`config.mk`:
```
export PLATFORM = sky130hd
export DESIGN_NAME = pca_div
export DESIGN_NICKNAME = d
export VERILOG_FILES = /design/src/hw/rtl/pca_pkg.sv /design/src/hw/rtl/pca_div.sv
export SDC_FILE = /design/constraint.sdc
export NUM_CORES = 1
export LEC_CHECK = 0
export BUFFER_PORTS_ARGS = -buffer_cell sky130_fd_sc_hd__buf_2
export CAP_MARGIN = 10
export CELL_PAD_IN_SITES_DETAIL_PLACEMENT = 1
export CELL_PAD_IN_SITES_GLOBAL_PLACEMENT = 2
export CORE_ASPECT_RATIO = 0.8
export CORE_MARGIN = 2
export CORE_UTILIZATION = 39
export DETAILED_ROUTE_END_ITERATION = 7
export PLACE_DENSITY = 0.82
export SLEW_MARGIN = 20
export SYNTH_ARGS = -nofsm -noshare
export SYNTH_HDL_FRONTEND = slang
export SYNTH_SLANG_ARGS = --single-unit
```
`constraint.sdc`:
```
create_clock -name clk -period 5.3 [get_ports clk]
set_clock_uncertainty 0.15 [all_clocks]
set_input_delay 0.265 -clock clk [delete_from_list [all_inputs] [get_ports clk]]
set_output_delay 0.265 -clock clk [all_outputs]
set_load 0.005 [all_outputs]
```
`src/hw/rtl/pca_pkg.sv`:
```
// Shared constants and types for the pairwise co-association ratio block.
package pca_pkg;

    localparam int MAX_OBSERVATIONS_DEF = 256;
    localparam int MAX_SUBSAMPLES_DEF   = 128;

    localparam int OBS_W     = 8;
    localparam int SUB_IN_W  = 7;
    localparam int LABEL_W   = 16;
    localparam int ENTRY_W   = LABEL_W + 1;
    localparam int FRAC_W    = 16;
    localparam int PROP_W    = FRAC_W + 1;
    localparam int COUNT_W   = 8;
    localparam int CFG_W     = 8;
    localparam int APB_W     = 32;
    localparam int PADDR_W   = 3;
    localparam int IN_DATA_W = 40;
    localparam int OUT_DATA_W = 40;

    localparam logic KIND_WRITE = 1'b0;
    localparam logic KIND_QUERY = 1'b1;

    localparam logic REG_SUBSAMPLES_IN_USE = 1'b0;

    localparam logic [CFG_W-1:0] SUBSAMPLES_RESET = 8'd128;

    typedef enum logic [1:0] {
        ST_IDLE,
        ST_SCAN,
        ST_DIV,
        ST_DONE
    } state_t;

    typedef struct packed {
        logic busy;
        logic done;
    } div_status_t;

endpackage

```
`src/hw/rtl/pca_div.sv`:
```
// Restoring divider, one quotient bit per cycle: (match << 16) / valid, match <= valid.
module pca_div #(
    parameter int CNT_W = 8
) (
    input  logic                       clk,
    input  logic                       rst_n,
    input  logic                       start,
    input  logic [CNT_W-1:0]           dividend,
    input  logic [CNT_W-1:0]           divisor,
    output logic [pca_pkg::PROP_W-1:0] quotient,
    output pca_pkg::div_status_t       status
);

    localparam int STEP_W = $clog2(pca_pkg::PROP_W);

    logic                       busy_reg, busy_next;
    logic [STEP_W-1:0]          step_reg, step_next;
    logic [CNT_W:0]             rem_reg, rem_next;
    logic [CNT_W-1:0]           den_reg, den_next;
    logic [pca_pkg::PROP_W-1:0] quo_reg, quo_next;
    logic                       last;
    logic                       ge;
    logic [CNT_W:0]             diff;
    logic [CNT_W:0]             kept;

    assign last = busy_reg && (step_reg == STEP_W'(pca_pkg::PROP_W - 1));
    assign diff = rem_reg - {1'b0, den_reg};
    assign ge   = (rem_reg >= {1'b0, den_reg});
    assign kept = ge ? diff : rem_reg;

    always_comb
    begin
        busy_next = busy_reg;
        step_next = step_reg;
        rem_next  = rem_reg;
        den_next  = den_reg;
        quo_next  = quo_reg;
        if (start)
        begin
            busy_next = 1'b1;
            step_next = '0;
            rem_next  = {1'b0, dividend};
            den_next  = divisor;
        end
        else if (busy_reg)
        begin
            quo_next  = {quo_reg[pca_pkg::PROP_W-2:0], ge};
            rem_next  = {kept[CNT_W-1:0], 1'b0};
            step_next = step_reg + 1'b1;
            if (last)
            begin
                busy_next = 1'b0;
            end
        end
    end

    always_ff @(posedge clk or negedge rst_n)
    begin
        if (!rst_n)
        begin
            busy_reg <= 1'b0;
            step_reg <= '0;
        end
        else
        begin
            busy_reg <= busy_next;
            step_reg <= step_next;
        end
    end

    always_ff @(posedge clk)
    begin
        rem_reg <= rem_next;
        den_reg <= den_next;
        quo_reg <= quo_next;
    end

    assign quotient    = quo_reg;
    assign status.busy = busy_reg;
    assign status.done = last;

endmodule

```
==> results.yml, run 1 <==
status:
  status: "complete, no violations"
logic_synthesis:
  avgSynthCellArea_um2: 12.7
  synth_nets: 191
  synth-edff-count: 33
  synth_flop_cell: "edfxtp_1"
  netlist_instances: 161
  ys_ff_latch: 40
  yosys.area.top_type_share_pct: 48.4
  synth_async_sr_flop_share_pct: 15.0
  synth_compound_area_share_pct: 15.8
  synth_cell_types: 54
  synth_top_family_by_area: "compound AO/OA/AOI/OAI gates"
  synthSimpleGateAreaFrac_pct: 11.4
  yosys-top-cells-area: "edfxtp_1, dfrtp_1, ha_1, inv_1, nor2_1"
  synth_fa_ha_area_share_pct: 7.09
  muxShareOfSynthArea_pct: 0.489
  yosysSeqAreaShare_pct: 56.8
  yosys.area.top_type: "edfxtp_1"
  yosys_warnings: 0
  synth_xor_area_share_pct: 2.57
  synth.cell_area_um2: 2050
die:
  core_um2: 5040
  dieArea_um2: 5840
  io_pins: 38
  die_y_um: 68.8
  start_util_pct: 40.6
  die_x_um: 85.0
  row_count: 23
critical_path:
  crit_required_ps: 5190
  path_class: "reg2reg"
  critical_path.max_fanout: 13
  worstSetupEndpointType: "flop"
  cp.arrival_ps: 2480
  worstSetupStartpointType: "flop"
detailed_routing:
  wl_um: 4480
  vias_per_cell: 5.26
  drc: 0
  drtPass1Iterations: 4
  wl_per_cell_um: 16.7
  vias: 1414
  drtIter0Drc: 92
  drtAntennaViolNets: 0
sta:
  layout_setup_ws_ps: 2720
  tightest_slew_ps: 820
  fin_crit_sh_pct: 48.7
  fin_setup_tns_ps: 0
  min_period_ps: 2580
  max_slew_margin_pct: 45.3
  setup_viol: 0
  rsz0062_at_grt: "false"
  hold_viol: 0
  fmax_mhz: 387
  slew_viol_final: 0
layout:
  antenna_cells: 0
  nFillCells: 535
  drive_above_1_share_pct: 28.5
  largest_register_ffs: 17
  fin_nets: 236
  syn_to_final_growth_pct: 20.4
  final_core_utilization_pct: 48.9
power:
  peakVddDrop_mv: 0.247
  leakagePower_nw: 1.07
  powerDensity_nw_per_um2: 458
cts:
  clock_latency_ps: 300
  cts_root_buf: "clkbuf_8"
  ctsHtreeMaxLevel: 2
  cts_tree: "done"
  clk_pin_slew_ps: 80
  cts_max_path_buffers: 2
  cts.repair.resized: 0
  cts_buffers: 5
  cts.sinks: 40
placed_design:
  place_hpwl_um: 3350
  pre_cts_slack_ps: 2740
  port_buffers: 37
  gp_congestion: 0.865
grt:
  grt_use_total_pct: 17.0
  grt_pass1_vias: 1519
  grt-ovfl-total: 0
  grt_max_degree: 30
  antenna_found_initial: 0
  grt_pass1_wl_um: 7310
job:
  drv_cap: 0
min_path:
  hp-class: "in2reg"
## placed cells by master (no fill, tap or decap), types with 2 or more instances in the layout
| cell | count |
|---|---|
| dfrtp_1 | 6 |
| a31oi_1 | 3 |
| and2_1 | 2 |
| o22ai_1 | 2 |
| clkbuf_8 | 5 |
| a21o_1 | 4 |
| o221ai_1 | 2 |
| o21ai_0 | 3 |
| dlygate4sd3_1 | 9 |
| edfxtp_1 | 33 |
| ha_1 | 10 |
| a2bb2oi_1 | 2 |
| nand2_1 | 8 |
| a211o_1 | 3 |
| a211oi_1 | 2 |
| xnor2_1 | 2 |
| nor2b_1 | 3 |
| nand4_1 | 2 |
| a21oi_1 | 2 |
| o21ai_1 | 2 |
| inv_1 | 17 |
| a211o_2 | 2 |
| buf_2 | 37 |
| clkinv_4 | 2 |
| xor2_1 | 4 |
| nor2_1 | 10 |
## kinds of logic after synthesis
| logic type | Yosys count |
|---|---|
| xor gates and xnor gates | 6 |
| muxes | 1 |
| and+or+nand+nor | 39 |
| DFF | 40 |
| buffers and inverters | 25 |
| AOI/OAI and AO/OA | 39 |
| adders and majority gates | 11 |
## final timing paths
| path | slack (ps) | end | cells past startpoint | start |
|---|---|---|---|---|
| max in group asynchronous | 4680 | step_reg[2] | 2 | rst_n |
| min in group asynchronous | 160 | step_reg[4] | 2 | rst_n |
| max reg2reg | 2720 | rem_reg[6] | 6 | rem_reg[6] |
| max | 2720 | rem_reg[6] | 6 | rem_reg[6] |
| min | 100 | rem_reg[0] | 2 | dividend[0] |
| min reg2reg | 300 | quotient[14] | 0 | quotient[13] |
## per-layer routing
metal,up-vias,routed length [um],global-route usage (%),share of wire [%]
li1,683,-,-,-
met1,683,1890,18.8,42
met2,40,2300,32.4,51
met3,8,223,3.81,5.0
met4,0,64,6.55,1.4
met5,-,0,0,0
## cells in the mapped netlist (all sizes together), types with 3 or more instances
library cell  number
a31oi              3
xor2               4
a21oi              3
dfrtp              6
a211o              5
nand2              9
edfxtp            33
o21ai              5
ha                10
buf                6
nor2b              3
inv               17
nand4              3
nor2              11
a2bb2oi            3
a21o               4
## area by class of cell
class                      instances  area, um2  area share, %
clock buffer                       5       68.8           2.79
clock inverter                     3       47.5           1.93
inverter                          17       63.8           2.59
multi-input combinational         96        768           31.2
sequential                        40       1160           47.2
tap                               62       77.6           3.15
timing repair buffer              46        275           11.2
## stage by stage
step	area [um2]	instances	hold slack [ps]	power, W
floorplan	2050	161	-181	0.000776
global placement	2250	252	-57.1	0.000851
global route	2460	269	95.9	0.00120
finish	2460	269	103	0.00113
detailed placement	2260	252	-48.3	0.000875
CTS	2460	269	88.5	0.00114
## power breakdown
part / internal [W] / total (W) / switching [W]
combinational: 0.000189 / 0.000435 / 0.000247
sequential: 0.000404 / 0.000438 / 0.0000338
clock: 0.000142 / 0.000255 / 0.000113
total: 0.000735 / 0.00113 / 0.000393
## worst max-delay path, cell delays in order (launching register included)
cell and delay, ps:
edfxtp_1 410, ha_1 420, a21o_1 230, a211o_1 330
a21oi_4 350, nand2_4 120, a221o_1 310
## what timing repair did
action | CTS | global route
setup buffers | 0 | 0
endpoints found under the hold margin | 14 | 0
hold buffers | 9 | 0
Power figures use the tool's default switching activity.
==> run 2, diff against run 1 <==
CORE_UTILIZATION = 33   (was 39)
PLACE_DENSITY = 0.74   (was 0.82)
clock period = 2.3 ns   (was 5.3 ns; I/O delays follow)
==> results.yml, run 2 (synthesis gave the netlist of run 1 again) <==
grt:
  grt-ovfl-total: 0
  antenna_found_initial: 0
  grt_pass1_vias: 1607
  grt_use_total_pct: 14.9
  grt_pass1_wl_um: 7880
  grt_max_degree: 29
layout:
  nFillCells: 655
  drive_above_1_share_pct: 36.5
  postLayoutCellArea_um2: 2760
  syn_to_final_growth_pct: 34.7
  layout_common_cells: "buf_2, edfxtp_1, buf_4"
  antenna_cells: 0
  largest_register_ffs: 17
  final_common_cell: "buf_2"
  fin_nets: 262
power:
  powerDensity_nw_per_um2: 1050
  power_frac_clock_pct: 21.0
  p_int_w: 0.00193
  switching_power_w: 0.000976
  peakVddDrop_mv: 0.355
  seqPwrFrac_pct: 34.6
  switching_share_pct: 33.6
  leakagePower_nw: 1.21
  combPwrFrac_pct: 44.4
die:
  io_pins: 38
  start_util_pct: 34.4
  row_count: 25
  dieArea_um2: 6850
  die_y_um: 74.4
  die_x_um: 92.0
  core_um2: 5940
sta:
  min_period_ps: 2240
  slew_viol_final: 0
  max_slew_margin_pct: 78.7
  fin_crit_sh_pct: 97.5
  fmax_mhz: 446
  tightest_slew_ps: 315
  hold_ws_ps: 17.7
  setup_viol: 0
  hold_viol: 0
cts:
  clock_latency_ps: 290
  ctsHtreeMaxLevel: 2
  cts_root_buf: "clkbuf_8"
  cts.sinks: 40
  clk_pin_slew_ps: 80
  cts_tree: "done"
  cts_buffers: 5
  cts_max_path_buffers: 2
critical_path:
  crit_buf_inv: 1
  crit_required_ps: 2190
  crit_path_cell_trace: "ha_1 -> a21o_1 -> a21oi_4 -> buf_4 -> and4_2 -> a221o_1"
  path_class: "reg2reg"
  crit_family: "compound AO/OA/AOI/OAI gates"
  slowest_delay_ps: 430
  cp_slowest_cell: "edfxtp_1"
  cp.arrival_ps: 2130
  worstSetupStartpointType: "flop"
  worstSetupEndpointType: "flop"
  critical_path.max_fanout: 5
job:
  drv_cap: 0
detailed_routing:
  wl_um: 4800
  drtIter0Drc: 73
  drtPass1Iterations: 3
  vias_per_cell: 4.96
  drc: 0
  vias: 1558
  drtAntennaViolNets: 0
  wl_per_cell_um: 15.3
placed_design:
  gp_congestion: 0.796
  port_buffers: 37
  placed_area_um2: 2410
  place_hpwl_um: 3490
status:
  status: "complete, no violations"
min_path:
  hp-class: "in2reg"
[run 2: cell types whose count changed in the layout (fill, tap and decap cells not counted), sizes merged]
| cell | change |
|---|---|
| dlygate4sd3 | +6 |
| clkbuf | +1 |
| clkinv | -1 |
| buf | +20 |
[run 2: what timing repair did]
item                                   in CTS  in global routing
endpoints found under the hold margin      19                  1
setup endpoints to repair                   4                  8
gates resized for setup                     3                  9
pin swaps                                   0                  4
hold buffers                               14                  1
buffers inserted                            2                  0
[run 2: final cells by class]
cell class	count	area [um2]	area share [%]
clock buffers	6	82.6	3.00
clock inverters	2	38.8	1.41
inverters	17	63.8	2.32
multi-input cells	96	816	29.6
flip-flops and latches	40	1160	42.1
well taps	81	101	3.68
repair buffers	72	493	17.9
[run 2: final timing paths]
path / startpoint / end / slack, ps / cells past startpoint
min reg2reg: quotient[1] / quotient[2] / 300 / 0
min in group asynchronous: rst_n / step_reg[1] / 30 / 2
max: rem_reg[4] / rem_reg[6] / 60 / 6
max reg2reg: rem_reg[4] / rem_reg[6] / 60 / 6
max in group asynchronous: rst_n / busy_reg / 1830 / 2
min: dividend[2] / rem_reg[2] / 20 / 2
[run 2: per-stage QoR]
| step | setup WS, ps | instances | utilization [%] | power [W] | setup TNS, ps |
|---|---|---|---|---|---|
| floorplan | 72.0 | 161 | - | 0.00179 | 0 |
| global placement | 54.6 | 289 | 40.6 | 0.00212 | 0 |
| detailed placement | -18.2 | 289 | 40.6 | 0.00215 | -31.3 |
| CTS | 10.2 | 313 | 45.4 | 0.00285 | 0 |
| global route | -26.5 | 314 | 46.4 | 0.00310 | -26.5 |
| finish | 58.4 | 314 | 46.4 | 0.00291 | 0 |
[run 2: routing by layer]
| layer | global-route usage, % | vias up | wire, um |
|---|---|---|---|
| met3 | 3.95 | 5 | 199 |
| met4 | 4.48 | 0 | 48 |
| met1 | 18.5 | 782 | 2090 |
| met2 | 26.2 | 34 | 2450 |
| li1 | - | 737 | - |
| met5 | 0 | - | 0 |
[run 2: power groups by stage]
| stage | Combinational, W | Clock (W) | Sequential (W) |
|---|---|---|---|
| after floorplan | 0.000794 | 0 | 0.000996 |
| after global placement | 0.00110 | 0 | 0.00101 |
| after detailed placement | 0.00113 | 0 | 0.00102 |
| after CTS | 0.00122 | 0.000629 | 0.00100 |
| after global routing | 0.00142 | 0.000663 | 0.00102 |
| final | 0.00129 | 0.000610 | 0.00101 |
